--- src/sv/wsd_pkg.sv ---
// Package: shared types and constants of the WebSocket frame deframer.
package wsd_pkg;

  // Parse phase of the frame header walker
  typedef enum logic [2:0] {
    PH_HDR0    = 3'd0,
    PH_HDR1    = 3'd1,
    PH_EXTLEN  = 3'd2,
    PH_KEY     = 3'd3,
    PH_PAYLOAD = 3'd4
  } phase_t;

  // 7-bit length codes that announce an extended length
  localparam logic [6:0] LEN_EXT16 = 7'd126;
  localparam logic [6:0] LEN_EXT64 = 7'd127;

  // Extended length field sizes in bytes
  localparam logic [3:0] EXT16_BYTES = 4'd2;
  localparam logic [3:0] EXT64_BYTES = 4'd8;

  // Default depth of the queue between front and back
  localparam int FIFO_DEPTH_DEF = 2;

  // One queued result: raw byte plus the key byte that unmasks it
  typedef struct packed {
    logic [7:0] raw;
    logic [7:0] key;
    logic       has_data;
    logic [3:0] opcode;
    logic       fin;
    logic       rsv1;
    logic       rsv2;
    logic       rsv3;
    logic       was_masked;
    logic       last;
  } wsd_entry_t;

endpackage

--- src/sv/wsd_in_if.sv ---
// Interface: raw frame byte channel (valid/ready).
interface wsd_in_if;
  logic       valid;
  logic       ready;
  logic [7:0] in_byte;

  modport source (output valid, output in_byte, input ready);
  modport sink   (input valid, input in_byte, output ready);
endinterface

--- src/sv/wsd_out_if.sv ---
// Interface: unmasked payload result channel (valid/ready).
interface wsd_out_if;
  logic       valid;
  logic       ready;
  logic [7:0] data_byte;
  logic       has_data;
  logic [3:0] opcode;
  logic       fin;
  logic       rsv1;
  logic       rsv2;
  logic       rsv3;
  logic       was_masked;
  logic       last_of_frame;

  modport source (output valid, output data_byte, output has_data, output opcode,
                  output fin, output rsv1, output rsv2, output rsv3,
                  output was_masked, output last_of_frame, input ready);
  modport sink   (input valid, input data_byte, input has_data, input opcode,
                  input fin, input rsv1, input rsv2, input rsv3,
                  input was_masked, input last_of_frame, output ready);
endinterface

--- src/sv/wsd_front.sv ---
// Front end: accepts frame bytes, walks the header and queues result entries.
module wsd_front (
  input  logic                clk,
  input  logic                rst_n,
  wsd_in_if.sink              in_ch,
  output logic                push,
  output wsd_pkg::wsd_entry_t push_entry,
  input  logic                fifo_full
);
  import wsd_pkg::*;

  phase_t      phase_r, phase_nxt;
  logic [7:0]  hdr0_r, hdr0_nxt;
  logic        mask_r, mask_nxt;
  logic [3:0]  ext_r, ext_nxt;
  logic [63:0] pl_r, pl_nxt;
  logic [31:0] key_r, key_nxt;
  logic [1:0]  kpos_r, kpos_nxt;

  logic        in_acc;
  logic [7:0]  b;
  logic [6:0]  len7;
  logic        pl_zero;
  logic [7:0]  kb;

  assign in_ch.ready = !fifo_full;
  assign in_acc      = in_ch.valid && in_ch.ready;
  assign b           = in_ch.in_byte;
  assign len7        = b[6:0];
  assign pl_zero     = (pl_nxt == 64'd0);

  // Current key byte; byte 0 of the key sits in the top bits
  always_comb begin
    case (kpos_r)
      2'd0:    kb = key_r[31:24];
      2'd1:    kb = key_r[23:16];
      2'd2:    kb = key_r[15:8];
      2'd3:    kb = key_r[7:0];
      default: kb = key_r[31:24];
    endcase
  end

  // Header, length and key datapath
  always_comb begin
    hdr0_nxt = hdr0_r;
    mask_nxt = mask_r;
    ext_nxt  = ext_r;
    pl_nxt   = pl_r;
    key_nxt  = key_r;
    kpos_nxt = kpos_r;
    if (in_acc) begin
      case (phase_r)
        PH_HDR0: begin
          hdr0_nxt = b;
        end
        PH_HDR1: begin
          mask_nxt = b[7];
          kpos_nxt = 2'd0;
          if (len7 == LEN_EXT16) begin
            ext_nxt = EXT16_BYTES;
            pl_nxt  = 64'd0;
          end else if (len7 == LEN_EXT64) begin
            ext_nxt = EXT64_BYTES;
            pl_nxt  = 64'd0;
          end else begin
            pl_nxt = {57'd0, len7};
          end
        end
        PH_EXTLEN: begin
          pl_nxt  = {pl_r[55:0], b};
          ext_nxt = ext_r - 4'd1;
        end
        PH_KEY: begin
          key_nxt  = {key_r[23:0], b};
          kpos_nxt = kpos_r + 2'd1;
        end
        PH_PAYLOAD: begin
          pl_nxt = pl_r - 64'd1;
          if (mask_r) kpos_nxt = kpos_r + 2'd1;
        end
        default: ;
      endcase
    end
  end

  // Next phase
  always_comb begin
    phase_nxt = phase_r;
    if (in_acc) begin
      case (phase_r)
        PH_HDR0: phase_nxt = PH_HDR1;
        PH_HDR1: begin
          if (len7 == LEN_EXT16 || len7 == LEN_EXT64) phase_nxt = PH_EXTLEN;
          else if (b[7])                               phase_nxt = PH_KEY;
          else if (pl_zero)                            phase_nxt = PH_HDR0;
          else                                         phase_nxt = PH_PAYLOAD;
        end
        PH_EXTLEN: begin
          if (ext_nxt == 4'd0) begin
            if (mask_r)       phase_nxt = PH_KEY;
            else if (pl_zero) phase_nxt = PH_HDR0;
            else              phase_nxt = PH_PAYLOAD;
          end
        end
        PH_KEY: begin
          if (kpos_nxt == 2'd0) phase_nxt = pl_zero ? PH_HDR0 : PH_PAYLOAD;
        end
        PH_PAYLOAD: begin
          if (pl_zero) phase_nxt = PH_HDR0;
        end
        default: phase_nxt = PH_HDR0;
      endcase
    end
  end

  // Queue writes: payload bytes and the empty-frame marker
  always_comb begin
    push                  = 1'b0;
    push_entry.raw        = 8'd0;
    push_entry.key        = 8'd0;
    push_entry.has_data   = 1'b0;
    push_entry.opcode     = hdr0_r[3:0];
    push_entry.fin        = hdr0_r[7];
    push_entry.rsv1       = hdr0_r[6];
    push_entry.rsv2       = hdr0_r[5];
    push_entry.rsv3       = hdr0_r[4];
    push_entry.was_masked = mask_nxt;
    push_entry.last       = 1'b1;
    if (in_acc) begin
      case (phase_r)
        PH_HDR1: begin
          push = !(len7 == LEN_EXT16 || len7 == LEN_EXT64) && !b[7] && pl_zero;
        end
        PH_EXTLEN: begin
          push = (ext_nxt == 4'd0) && !mask_r && pl_zero;
        end
        PH_KEY: begin
          push = (kpos_nxt == 2'd0) && pl_zero;
        end
        PH_PAYLOAD: begin
          push                = 1'b1;
          push_entry.raw      = b;
          push_entry.key      = mask_r ? kb : 8'd0;
          push_entry.has_data = 1'b1;
          push_entry.last     = pl_zero;
        end
        default: push = 1'b0;
      endcase
    end
  end

  // State registers
  always_ff @(posedge clk) begin
    if (!rst_n) begin
      phase_r <= PH_HDR0;
      mask_r  <= 1'b0;
      ext_r   <= 4'd0;
      pl_r    <= 64'd0;
      kpos_r  <= 2'd0;
    end else begin
      phase_r <= phase_nxt;
      mask_r  <= mask_nxt;
      ext_r   <= ext_nxt;
      pl_r    <= pl_nxt;
      kpos_r  <= kpos_nxt;
    end
  end

  always_ff @(posedge clk) begin
    hdr0_r <= hdr0_nxt;
    key_r  <= key_nxt;
  end

  // Payload bytes only ever get queued in the payload phase or as a marker
  a_no_push_hdr0: assert property (@(posedge clk) disable iff (!rst_n)
    (phase_r == PH_HDR0) |-> !push)
    else $error("queue write while waiting for first header byte");

  a_no_push_full: assert property (@(posedge clk) disable iff (!rst_n)
    push |-> !fifo_full)
    else $error("queue write while queue full");

  a_last_ends_frame: assert property (@(posedge clk) disable iff (!rst_n)
    (push && push_entry.last) |=> (phase_r == PH_HDR0))
    else $error("frame end not followed by header phase");

endmodule

--- src/sv/wsd_fifo.sv ---
// Queue: small register FIFO that decouples the parser from the output stage.
module wsd_fifo #(
  parameter int DEPTH = wsd_pkg::FIFO_DEPTH_DEF
) (
  input  logic                clk,
  input  logic                rst_n,
  input  logic                push,
  input  wsd_pkg::wsd_entry_t push_entry,
  output logic                full,
  input  logic                pop,
  output logic                empty,
  output wsd_pkg::wsd_entry_t pop_entry
);
  import wsd_pkg::*;

  localparam int PW = (DEPTH > 1) ? $clog2(DEPTH) : 1;
  localparam int CW = $clog2(DEPTH + 1);
  localparam logic [PW-1:0] LAST_PTR = PW'(DEPTH - 1);
  localparam logic [CW-1:0] FULL_CNT = CW'(DEPTH);

  wsd_entry_t    mem_r [DEPTH];
  logic [PW-1:0] wr_ptr_r, wr_ptr_nxt;
  logic [PW-1:0] rd_ptr_r, rd_ptr_nxt;
  logic [CW-1:0] cnt_r, cnt_nxt;

  assign full      = (cnt_r == FULL_CNT);
  assign empty     = (cnt_r == '0);
  assign pop_entry = mem_r[rd_ptr_r];

  // Pointer and fill count update
  always_comb begin
    wr_ptr_nxt = wr_ptr_r;
    rd_ptr_nxt = rd_ptr_r;
    cnt_nxt    = cnt_r;
    if (push) wr_ptr_nxt = (wr_ptr_r == LAST_PTR) ? '0 : wr_ptr_r + 1'b1;
    if (pop)  rd_ptr_nxt = (rd_ptr_r == LAST_PTR) ? '0 : rd_ptr_r + 1'b1;
    if (push && !pop)      cnt_nxt = cnt_r + 1'b1;
    else if (pop && !push) cnt_nxt = cnt_r - 1'b1;
  end

  always_ff @(posedge clk) begin
    if (!rst_n) begin
      wr_ptr_r <= '0;
      rd_ptr_r <= '0;
      cnt_r    <= '0;
    end else begin
      wr_ptr_r <= wr_ptr_nxt;
      rd_ptr_r <= rd_ptr_nxt;
      cnt_r    <= cnt_nxt;
    end
  end

  // Entry storage
  always_ff @(posedge clk) begin
    if (push) mem_r[wr_ptr_r] <= push_entry;
  end

  a_cnt_range: assert property (@(posedge clk) disable iff (!rst_n)
    cnt_r <= FULL_CNT)
    else $error("queue fill count out of range");

  a_no_underflow: assert property (@(posedge clk) disable iff (!rst_n)
    pop |-> !empty)
    else $error("queue read while empty");

  a_cnt_track: assert property (@(posedge clk) disable iff (!rst_n)
    (push && !pop) |=> (cnt_r == $past(cnt_r) + 1'b1))
    else $error("queue fill count lost a write");

endmodule

--- src/sv/wsd_back.sv ---
// Back end: unmasks queued bytes into the registered result stage.
module wsd_back (
  input  logic                clk,
  input  logic                rst_n,
  input  logic                empty,
  input  wsd_pkg::wsd_entry_t pop_entry,
  output logic                pop,
  wsd_out_if.source           out_ch
);
  import wsd_pkg::*;

  logic       valid_r, valid_nxt;
  logic [7:0] data_r;
  logic       has_r, fin_r, rsv1_r, rsv2_r, rsv3_r, masked_r, last_r;
  logic [3:0] opcode_r;

  // Refill the output stage when it is empty or being taken
  assign pop = !empty && (!valid_r || out_ch.ready);

  always_comb begin
    valid_nxt = valid_r;
    if (pop)               valid_nxt = 1'b1;
    else if (out_ch.ready) valid_nxt = 1'b0;
  end

  always_ff @(posedge clk) begin
    if (!rst_n) valid_r <= 1'b0;
    else        valid_r <= valid_nxt;
  end

  // Result payload; key byte is zero for unmasked frames and markers
  always_ff @(posedge clk) begin
    if (pop) begin
      data_r   <= pop_entry.raw ^ pop_entry.key;
      has_r    <= pop_entry.has_data;
      opcode_r <= pop_entry.opcode;
      fin_r    <= pop_entry.fin;
      rsv1_r   <= pop_entry.rsv1;
      rsv2_r   <= pop_entry.rsv2;
      rsv3_r   <= pop_entry.rsv3;
      masked_r <= pop_entry.was_masked;
      last_r   <= pop_entry.last;
    end
  end

  assign out_ch.valid         = valid_r;
  assign out_ch.data_byte     = data_r;
  assign out_ch.has_data      = has_r;
  assign out_ch.opcode        = opcode_r;
  assign out_ch.fin           = fin_r;
  assign out_ch.rsv1          = rsv1_r;
  assign out_ch.rsv2          = rsv2_r;
  assign out_ch.rsv3          = rsv3_r;
  assign out_ch.was_masked    = masked_r;
  assign out_ch.last_of_frame = last_r;

  a_marker_last: assert property (@(posedge clk) disable iff (!rst_n)
    (valid_r && !has_r) |-> (last_r && data_r == 8'd0))
    else $error("empty-frame marker not flagged last or carries data");

  a_stall_holds: assert property (@(posedge clk) disable iff (!rst_n)
    (valid_r && !out_ch.ready) |=> (valid_r && $stable(data_r) && $stable(last_r)))
    else $error("output stage changed while stalled");

  a_pop_fills: assert property (@(posedge clk) disable iff (!rst_n)
    pop |=> valid_r)
    else $error("queue read did not load output stage");

endmodule

--- src/sv/websocket_frame_deframer_top.sv ---
// Top level: WebSocket frame deframer, header parser front, queue and unmask stage.
// A payload byte enters the queue at the edge that accepts it, then loads into the
// registered output stage once that stage is empty or being taken. Throughput: one
// input byte per cycle while the queue is not full, header bytes included; the output
// stage registers one result; the queue absorbs output stalls of FIFO_DEPTH results.
// Reset (rst_n low, synchronous) returns the parser to the first header byte and
// empties the queue and the output stage.
module websocket_frame_deframer_top #(
  parameter int FIFO_DEPTH = wsd_pkg::FIFO_DEPTH_DEF
) (
  input  logic       clk,
  input  logic       rst_n,
  wsd_in_if.sink     in_ch,
  wsd_out_if.source  out_ch
);
  import wsd_pkg::*;

  logic       push, full, pop, empty;
  wsd_entry_t push_entry, pop_entry;

  wsd_front u_front (
    .clk        (clk),
    .rst_n      (rst_n),
    .in_ch      (in_ch),
    .push       (push),
    .push_entry (push_entry),
    .fifo_full  (full)
  );

  wsd_fifo #(.DEPTH(FIFO_DEPTH)) u_fifo (
    .clk        (clk),
    .rst_n      (rst_n),
    .push       (push),
    .push_entry (push_entry),
    .full       (full),
    .pop        (pop),
    .empty      (empty),
    .pop_entry  (pop_entry)
  );

  wsd_back u_back (
    .clk        (clk),
    .rst_n      (rst_n),
    .empty      (empty),
    .pop_entry  (pop_entry),
    .pop        (pop),
    .out_ch     (out_ch)
  );

endmodule
--- src/flat_wrapper.sv ---
// flat-port wrapper written by rule: the top's interface ports become plain ports
module websocket_frame_deframer_top_flat import wsd_pkg::*;
#(
  parameter int FIFO_DEPTH = wsd_pkg::FIFO_DEPTH_DEF
)
  (clk, rst_n, in_ch_valid, in_ch_in_byte, in_ch_ready, out_ch_valid, out_ch_data_byte, out_ch_has_data, out_ch_opcode, out_ch_fin, out_ch_rsv1, out_ch_rsv2, out_ch_rsv3, out_ch_was_masked, out_ch_last_of_frame, out_ch_ready);
  wsd_in_if in_ch_i ();
  wsd_out_if out_ch_i ();
  input  logic clk;
  input  logic rst_n;
  input wire logic [$bits(in_ch_i.valid)-1:0] in_ch_valid;
  input wire logic [$bits(in_ch_i.in_byte)-1:0] in_ch_in_byte;
  output wire logic [$bits(in_ch_i.ready)-1:0] in_ch_ready;
  output wire logic [$bits(out_ch_i.valid)-1:0] out_ch_valid;
  output wire logic [$bits(out_ch_i.data_byte)-1:0] out_ch_data_byte;
  output wire logic [$bits(out_ch_i.has_data)-1:0] out_ch_has_data;
  output wire logic [$bits(out_ch_i.opcode)-1:0] out_ch_opcode;
  output wire logic [$bits(out_ch_i.fin)-1:0] out_ch_fin;
  output wire logic [$bits(out_ch_i.rsv1)-1:0] out_ch_rsv1;
  output wire logic [$bits(out_ch_i.rsv2)-1:0] out_ch_rsv2;
  output wire logic [$bits(out_ch_i.rsv3)-1:0] out_ch_rsv3;
  output wire logic [$bits(out_ch_i.was_masked)-1:0] out_ch_was_masked;
  output wire logic [$bits(out_ch_i.last_of_frame)-1:0] out_ch_last_of_frame;
  input wire logic [$bits(out_ch_i.ready)-1:0] out_ch_ready;
  assign in_ch_i.valid = in_ch_valid;
  assign in_ch_i.in_byte = in_ch_in_byte;
  assign in_ch_ready = in_ch_i.ready;
  assign out_ch_valid = out_ch_i.valid;
  assign out_ch_data_byte = out_ch_i.data_byte;
  assign out_ch_has_data = out_ch_i.has_data;
  assign out_ch_opcode = out_ch_i.opcode;
  assign out_ch_fin = out_ch_i.fin;
  assign out_ch_rsv1 = out_ch_i.rsv1;
  assign out_ch_rsv2 = out_ch_i.rsv2;
  assign out_ch_rsv3 = out_ch_i.rsv3;
  assign out_ch_was_masked = out_ch_i.was_masked;
  assign out_ch_last_of_frame = out_ch_i.last_of_frame;
  assign out_ch_i.ready = out_ch_ready;
  websocket_frame_deframer_top #(.FIFO_DEPTH(FIFO_DEPTH)) u_core (.clk(clk), .rst_n(rst_n), .in_ch(in_ch_i), .out_ch(out_ch_i));
endmodule
--- config.mk ---
export PLATFORM = sky130hd
export DESIGN_NAME = websocket_frame_deframer_top_flat
export DESIGN_NICKNAME = d
export VERILOG_FILES = /design/src/sv/wsd_pkg.sv /design/src/sv/wsd_in_if.sv /design/src/sv/wsd_out_if.sv /design/src/sv/wsd_front.sv /design/src/sv/wsd_fifo.sv /design/src/sv/wsd_back.sv /design/src/sv/websocket_frame_deframer_top.sv /design/src/flat_wrapper.sv
export SDC_FILE = /design/constraint.sdc
export NUM_CORES = 1
export LEC_CHECK = 0
export ABC_CLOCK_PERIOD_IN_PS = 5600
export BUFFER_PORTS_ARGS = -buffer_cell sky130_fd_sc_hd__buf_4
export CORE_ASPECT_RATIO = 1.5
export CORE_MARGIN = 4
export CORE_UTILIZATION = 63
export CTS_BUF_LIST = sky130_fd_sc_hd__clkbuf_16
export CTS_CLUSTER_SIZE = 28
export DETAILED_ROUTE_END_ITERATION = 6
export GPL_TIMING_DRIVEN = 0
export PLACE_DENSITY_LB_ADDON = 0.2
export SYNTH_ARGS = -nofsm -noshare
export SYNTH_HDL_FRONTEND = slang
export SYNTH_SLANG_ARGS = --single-unit
--- constraint.sdc ---
create_clock -name clk -period 5.6 [get_ports clk]
set_input_delay 0.28 -clock clk [delete_from_list [all_inputs] [get_ports clk]]
set_output_delay 0.28 -clock clk [all_outputs]
set_load 0.01 [all_outputs]
==> impl_metrics.ini, run 1 <==
[cells_and_area]
multi_input_area_um2 = 4800
fillerInstances = 1119
layout-drive-gt1-share_pct = 12.5
design_area_um2 = 11400
nNetsFinal = 1123
regArea_um2 = 4990
syn_to_final_growth_pct = 11.5
antenna_cells = 0
fin_util_pct = 72.2

[grt]
grtUsageTotal_pct = 43.2
grt_first_pass_wirelength_um = 59200
grt_max_degree = 28
grt.overflow.total = 0
antenna_found_initial = 0
grt_pass1_vias = 9949

[logic_synthesis]
yosysWarningCount = 0
ys.flop_type = edfxtp_1
syn_avg_cell_area_um2 = 9.70
yosysSeqAreaShare_pct = 48.9
ys_ff_latch = 193
synth_top_cell_area_share_pct = 33.2
synth_nets = 1072
synth_cells = 1053
async_flop_share_pct = 0
synth_edf_count = 113
synth_top_cell_by_area = edfxtp_1
yosysUniqueCellTypes = 86
synth_area_leaders = edfxtp_1 (33%), dfxtp_1 (16%), nor2_1 (4.4%)
synth_area_um2 = 10200

[worst_hold_path]
min-delay-start = in_ch_in_byte[5]
hold_path_class = in -> reg

[detailed_routing]
drtIter0Drc = 1820
drt_wl_total_um = 39200
ant_nets = 0
drc = 13
vias = 10100
viasPerCell = 7.61
dr.pass1.iters = 7
wl_per_cell_um = 29.7

[cts]
clk_latency_ns = 0.45
clkTransAtPathRegs_ns = 0.09
cts_hold_buf = 0
cts_inserted_buffers = 17
ctsLongestPathBuffers = 2
cts_tree = yes
htree_levels = 4
cts.sinks = 193
cts_setup_buffers = 0
cts_resized = 3
root_buffer = clkbuf_16

[timing]
worst-slew-pin-transition_ns = 1.16
hold_viol = 0
min_period_ns = 5.42
setup_violations = 0
worst_slack_ns = 0.179
drv_slew = 0
rsz0062_at_grt = false
fmax_mhz = 184
skew_ns = 0.0235
fin_crit_sh_pct = 96.8
finalSetupTns_ns = 0
timing.hold.ws_ns = 0.108
slew_headroom_pct = 22.1

[setup_path]
cp_max_fo = 27
critPathKind = reg -> reg
start_kind = register
arrival_ns = 5.49
crit_path_end_kind = register
worstReg2RegStart = u_core.u_front.phase_r[1]
critical_path.startpoint = u_core.u_front.phase_r[1]
cp.required_ns = 5.67

[die]
start_util_pct = 64.8
rows = 56
die-area_um2 = 18400
die_y_um = 164
ios = 33
coreArea_um2 = 15800
chipWidth_um = 112

[flow_run]
cap_violations = 0

[place]
port_buffers = 31
gp_congestion = 1.07
place_area_um2 = 10700
dpl.hpwl_um = 27000
dp_slack_ns = -0.576

[power]
peakVddDrop_v = 0.000427
p_per_area_nw_per_um2 = 455
p_leak_nw = 4.04

[run_status]
status = finished with violations
violations = DRC
[stage by stage]
step,total power [mW],instances
after floorplan,3.07,1053
after global placement,3.73,1287
after detailed placement,3.78,1289
after global routing,5.33,1320
final,5.18,1320
after CTS,5.04,1321
[power breakdown]
part           leakage [nW]  internal [mW]  switching, mW
Clock                 0.296          0.608          0.666
Combinational          2.06          0.698           1.42
Sequential             1.68           1.68          0.103
Total                  4.04           2.99           2.19
[metal layers]
layer / global-route usage (%) / share of wire, % / up-vias / wire length, um
met2: 69.8 / 46 / 1003 / 18100
met5: 0 / 0.12 / - / 46
met4: 34.8 / 10 / 2 / 4020
met1: 49.1 / 31 / 4595 / 12300
li1: - / - / 4120 / -
met3: 9.58 / 12 / 331 / 4750
[flip-flops by register name (all words and copies together) (netlist names), 3 cells and up, named ones only]
signal / flops
u_core.u_fifo.mem_r: 54
u_core.u_back.out_ch.data_byte: 8
u_core.u_front.phase_r: 3
u_core.u_front.pl_r: 64
u_core.u_front.hdr0_r: 8
u_core.u_back.out_ch.opcode: 4
u_core.u_front.ext_r: 4
u_core.u_front.key_r: 32
[synthesized netlist by cell type (all sizes together) (16+ instances only)]
library cell	instances
nand3	30
or3	17
clkbuf	62
nand4	22
o21ai	53
a21oi	63
nand2	72
and2	40
nor2	120
inv	23
nor3	39
edfxtp	113
nor4	43
or4	16
dfxtp	80
[worst max-delay path, stage by stage, from the launching register on]
cell,delay (ns)
dfxtp_1,0.41
clkbuf_1,0.46
xor2_1,0.28
o2111a_1,0.51
clkbuf_8,0.35
clkbuf_1,0.60
o21ai_0,0.24
a22oi_1,0.27
nand4_1,0.23
nor4_1,0.65
nand4_2,0.24
a21o_1,0.27
clkinvlp_4,0.49
[worst paths after layout]
kind / endpoint / slack, ns / cells after the start
worst max-delay path: u_core.u_fifo.mem_r[0][13] / 0.18 / 12
worst min register to register: u_core.u_front.key_r[30] / 0.46 / 0
worst max register to register: u_core.u_fifo.mem_r[0][13] / 0.18 / 12
worst min-delay path: u_core.u_front.hdr0_r[5] / 0.11 / 1
[cells in the final DEF (no fill, tap or decap), types with 12 or more instances in the layout]
master       n
clkbuf_1    53
o211ai_1    13
nor3_1      37
nand4_1     21
xor2_1      13
mux2_2      14
dfxtp_1     80
and2_1      38
a21oi_1     62
a31oi_1     12
inv_1       22
clkbuf_16   17
nand2_1     72
edfxtp_1   113
nor2_1     118
o21ai_0     53
nand3_1     29
buf_4       31
nor4_1      35
or3_1       16
[cell type report]
cell class | instances | share of cell area (%)
sequential | 193 | 43.9
multi-input combinational | 761 | 42.1
clock buffer | 17 | 3.74
buffer | 74 | 3.35
timing repair buffer | 33 | 2.31
tap | 203 | 2.23
clock inverter | 15 | 1.55
inverter | 24 | 0.824
[kinds of logic after synthesis]
family                   count (synthesis)  synth area share (%)
multiplexers                            21                  2.23
AND/OR/NAND/NOR                        460                  24.8
AO/OA/AOI/OAI                          249                  16.5
flip-flops                             193                  48.9
XOR/XNOR                                24                  2.06
adder cells (fa/ha/maj)                  7                 0.857
buffers and inverters                   99                  4.60
Note: power is estimated with default switching activity, not from simulation.
==> run 2, diff against run 1 <==
CORE_UTILIZATION = 65   (was 63)
CTS_BUF_LIST = sky130_fd_sc_hd__clkbuf_4   (was sky130_fd_sc_hd__clkbuf_16)
==> run 2 against run 1 <==
Net effect:
- the run ends with DRC, setup timing left
- worst setup slack lost 0.21 ns
- critical endpoint is now u_core.u_fifo.mem_r[0][12]
- highest routed layer unchanged
- largest power group unchanged
- critical path type unchanged
- largest cell class unchanged
- flip-flop and latch count stayed put
- register-to-register slack worse by 0.21 ns
==> impl_metrics.ini, run 2 (synthesis gave the netlist of run 1 again) <==
[cts]
cts_inserted_buffers = 17
ctsLongestPathBuffers = 2
htree_levels = 4
cts_tree = yes
cts.sinks = 193
clk_latency_ns = 0.62
clkTransAtPathRegs_ns = 0.19
cts_setup_buffers = 0
root_buffer = clkbuf_4

[die]
rows = 55
die_y_um = 162
start_util_pct = 66.9
chipWidth_um = 110
coreArea_um2 = 15300
ios = 33
die-area_um2 = 17800

[setup_path]
rrSetupSlack_ns = -0.03
cp.required_ns = 5.85
cp_max_fo = 27
crit_path_end_kind = register
start_kind = register
arrival_ns = 5.89
critPathKind = reg -> reg

[grt]
grtUsageTotal_pct = 43.0
grt_max_degree = 28
grt.overflow.total = 0
antenna_found_initial = 3
grt_pass1_vias = 9818
grt_first_pass_wirelength_um = 56800

[cells_and_area]
layout-drive-gt1-share_pct = 12.2
final_cell_mix = nor2_1 (118), edfxtp_1 (113), dfxtp_1 (80), nand2_1 (72), a21oi_1 (62)
design_area_um2 = 11200
syn_to_final_growth_pct = 9.50
regArea_um2 = 4990
final_common_cell = nor2_1
nNetsFinal = 1133
top_regs = u_core.u_front.pl_r: 64 flops, u_core.u_fifo.mem_r: 54 flops, u_core.u_front.key_r: 32 flops
fin_cells = 1327
largest_reg_flops = 64
fillerInstances = 1116
top_register = u_core.u_front.pl_r
multi_input_area_um2 = 4800

[detailed_routing]
wl_per_cell_um = 28.3
ant_nets = 0
drc = 10
vias = 10100
drtIter0Drc = 1869
drt_wl_total_um = 37600
dr.pass1.iters = 7
viasPerCell = 7.61

[power]
power_switching_share_pct = 44.8
power.switching_mw = 2.12
clkPwrFrac_pct = 17.5
intPower_mw = 2.61
pwr-share-comb_pct = 44.8
peakVddDrop_v = 0.000215
p_per_area_nw_per_um2 = 423
power_frac_seq_pct = 37.7
p_leak_nw = 3.94

[timing]
hold_viol = 0
setup_violations = 28
skew_ns = 0.0331
rsz0062_at_grt = false
finalSetupTns_ns = -0.309
worst_slack_ns = -0.0316
fmax_mhz = 178
slew_headroom_pct = 23.0
fin_crit_sh_pct = 101
drv_slew = 0
timing.hold.ws_ns = 0.0285
min_period_ns = 5.63
worst-slew-pin-transition_ns = 1.15

[run_status]
violations = DRC, setup timing
status = finished with violations

[flow_run]
cap_violations = 0

[place]
placed_cells = 1286
dp_slack_ns = -0.502
dpl.hpwl_um = 26300
place_area_um2 = 10700
gp_congestion = 1.04
port_buffers = 31

[worst_hold_path]
hold_path_class = in -> reg
[run 2: power by group through the flow]
stage | clock (mW) | combinational (mW) | sequential, mW
after floorplan | 0 | 1.27 | 1.81
after global placement | 0 | 1.92 | 1.79
after detailed placement | 0 | 1.96 | 1.80
after CTS | 0.814 | 1.99 | 1.78
after global routing | 0.871 | 2.21 | 1.80
final | 0.827 | 2.12 | 1.79
[run 2: timing repair]
action | CTS | global route
hold endpoints to repair | 16 | 0
endpoints found under the setup margin | 54 | 55
hold buffers | 8 | 0
resized for setup | 3 | 7
[run 2: path summary, 6_finish.rpt]
check / from / end / depth (start not counted)
hold reg to reg: u_core.u_front.hdr0_r[6] / u_core.u_fifo.mem_r[1][4] / 0
setup reg to reg: u_core.u_front.phase_r[1] / u_core.u_fifo.mem_r[0][12] / 12
hold / removal: out_ch_ready / u_core.u_back.out_ch.valid / 4
setup / recovery: u_core.u_front.phase_r[1] / u_core.u_fifo.mem_r[0][12] / 12
[run 2: metrics by stage]
| step | util [%] | total power, mW |
|---|---|---|
| detailed placement | 70.3 | 3.76 |
| floorplan | - | 3.07 |
| finish | 73.2 | 4.73 |
| global route | 73.2 | 4.87 |
| global placement | 70.0 | 3.71 |
| CTS | 73.0 | 4.58 |
[run 2: area by class of cell]
type / instances / area share (%)
Antenna cell: 1 / 0.0224
Buffer: 75 / 3.42
Clock buffer: 17 / 1.14
Clock inverter: 15 / 1.68
Inverter: 24 / 0.839
Multi-Input combinational cell: 761 / 42.9
Sequential cell: 193 / 44.6
Tap cell: 199 / 2.23
Timing Repair Buffer: 42 / 3.11
[run 2: routing by layer]
layer	share of wire, %	GRT usage [%]	vias up
met5	0.029	0	-
met4	11	34.6	2
met3	13	13.2	357
met2	44	65.6	970
met1	31	48.7	4628
li1	-	-	4138
[run 2: worst max-delay path, stage by stage (launching register included)]
cell and delay, ns:
dfxtp_1 0.43, clkbuf_1 0.43, xor2_1 0.29, o2111a_1 0.54
clkbuf_8 0.30, clkbuf_1 0.74, a31oi_1 0.18, a211oi_1 0.46
nand4_1 0.15, nor4_1 0.69, nand4_2 0.27, a21o_1 0.30
clkinvlp_4 0.48
==> run 3, diff against run 2 <==
==> constraint.sdc (replaced) <==
create_clock -name clk -period 5.6 [get_ports clk]
set_input_delay 0.56 -clock clk [delete_from_list [all_inputs] [get_ports clk]]
set_output_delay 0.56 -clock clk [all_outputs]
set_load 0.01 [all_outputs]
==> run 3 against run 2 <==
Net effect:
- the run ends with DRC left
- register-to-register slack gained 0.14 ns
- non-clock buffer count shrank 9
- cell count shrank 0.53%
- routed wire length shrank 0.32%
- critical path type unchanged
- largest cell class unchanged
- highest routed layer unchanged
==> impl_metrics.ini, run 3 (synthesis gave the netlist of run 1 again) <==
[grt]
grt_pass1_vias = 9708
grt.overflow.total = 0
grt_first_pass_wirelength_um = 56600
grtUsageTotal_pct = 42.8
grt_max_degree = 28
antenna_found_initial = 3

[detailed_routing]
wl_per_cell_um = 28.4
viasPerCell = 7.61
highest_layer = met5
drc = 5
ant_nets = 0
wl_met2_um = 16800
vias = 10000
wl_met3_um = 4820
dr.pass1.iters = 7
drt_wl_total_um = 37500
drtIter0Drc = 1784
wl_met1_um = 11900

[cts]
cts_tree = yes
clkTransAtPathRegs_ns = 0.21
cts_resized = 3
htree_levels = 4
cts_inserted_buffers = 17
ctsLongestPathBuffers = 2
cts_hold_buf = 0
clk_latency_ns = 0.62
root_buffer = clkbuf_4
cts_setup_buffers = 0
cts.sinks = 193

[timing]
drv_slew = 0
slew_headroom_pct = 17.0
rsz0062_at_grt = false
timing.hold.ws_ns = 0.214
skew_ns = 0.0400
hold_viol = 0
fmax_mhz = 182
setup_violations = 0
worst_slack_ns = 0.104
min_period_ns = 5.50
worst-slew-pin-transition_ns = 1.23
fin_crit_sh_pct = 98.1

[setup_path]
worstReg2RegEnd = u_core.u_fifo.mem_r[0][12]
arrival_ns = 5.74
cp.required_ns = 5.84
critPathKind = reg -> reg
path_cells = nor2b_1, clkinv_1, o2111ai_2, clkbuf_2, clkbuf_2, o21ai_0, nor4_1, nand4_1, nor4_4, nand4_2, a21o_1, clkinvlp_4
start_kind = register
r2r_cells = 12
crit_path_max_incr_delay_ns = 0.58
endpoint = u_core.u_fifo.mem_r[0][12]
cp_max_fo = 27
crit_path_end_kind = register
cpMaxStageDelayCell = nor4_4
rrSetupSlack_ns = 0.10
worstReg2RegStart = u_core.u_fifo.cnt_r[1]
critical_path.startpoint = u_core.u_fifo.cnt_r[1]
crit_top_cell = clkbuf_2

[worst_hold_path]
hold_path_class = in -> reg

[cells_and_area]
syn_to_final_growth_pct = 8.70
top_register = u_core.u_front.pl_r
top_regs = u_core.u_front.pl_r: 64 flops, u_core.u_fifo.mem_r: 54 flops, u_core.u_front.key_r: 32 flops
layout-drive-gt1-share_pct = 12.6
nNetsFinal = 1124
final_common_cell = nor2_1
final_cell_mix = nor2_1 (118), edfxtp_1 (113), dfxtp_1 (80), nand2_1 (72), a21oi_1 (62)
fillerInstances = 1132
largest_reg_flops = 64

[die]
coreArea_um2 = 15300
chipWidth_um = 110
die-area_um2 = 17800
start_util_pct = 66.9
rows = 55
die_y_um = 162
ios = 33

[place]
dpl.hpwl_um = 26300
port_buffers = 31
dp_slack_ns = -0.502
gp_congestion = 1.04

[power]
p_per_area_nw_per_um2 = 425
p_leak_nw = 3.91
peakVddDrop_v = 0.000213

[run_status]
status = finished with violations
violations = DRC

[flow_run]
cap_violations = 0
[run 3: changes by cell type in the layout (fill, tap and decap cells not counted)]
cell	previous run	this run
buf_1	3	2
and2_2	2	1
nor4_4	5	4
nor4_2	3	4
diode_2	1	3
clkbuf_2	2	5
dlygate4sd3_1	8	0
and2_4	0	1
clkbuf_1	56	53
[run 3: worst min path at each step]
stage,startpoint,to,slack (ns),cells after the start
CTS,in_ch_in_byte[5],u_core.u_front.key_r[5],0.20,1
floorplan,u_core.u_front.hdr0_r[4],u_core.u_fifo.mem_r[0][2],0.42,0
global route,in_ch_in_byte[2],u_core.u_front.key_r[2],0.19,1
global placement,u_core.u_front.hdr0_r[1],u_core.u_fifo.mem_r[0][7],0.43,0
detailed placement,u_core.u_front.key_r[0],u_core.u_front.key_r[8],0.43,0
finish,in_ch_in_byte[2],u_core.u_front.hdr0_r[2],0.21,1
[run 3: final cells by class]
type                       instances  area (um2)  share of cell area [%]
tap                              199         249                    2.24
timing repair buffer              34         268                    2.41
buffer                            74         383                    3.45
sequential                       193        4990                    45.0
clock inverter                    15         188                    1.69
antenna                            3        7.51                  0.0676
multi-input combinational        761        4790                    43.2
clock buffer                      17         128                    1.15
inverter                          24        93.8                   0.845
[run 3: critical path, delay by kind of cell (launching register included)]
family                 cells  cell delay, ns
buffers and inverters      4            1.74
DFF                        1            0.45
AOI/OAI and AO/OA          3            0.88
and+or+nand+nor            5            2.01
[run 3: where the power goes]
| part | switching [mW] | internal [mW] |
|---|---|---|
| Combinational | 1.42 | 0.698 |
| Clock | 0.601 | 0.222 |
| Sequential | 0.102 | 1.68 |
| Total | 2.12 | 2.60 |
[run 3: metrics by stage]
step	power (mW)	setup TNS (ns)	cell area [um2]	std cells	utilization [%]
2_1_floorplan	3.07	0	10200	1053	-
3_3_place_gp	3.71	-21.37	10700	1283	70.0
3_5_place_dp	3.76	-24.91	10700	1286	70.3
4_1_cts	4.57	0	11100	1318	72.5
5_1_grt	4.87	0	11100	1320	72.7
6_report	4.72	0	11100	1320	72.7
[run 3: metal layers]
layer	vias up	global-route usage, %
li1	4138	-
met1	4577	49.1
met2	984	65.1
met3	348	12.7
met4	2	34.7
met5	-	0
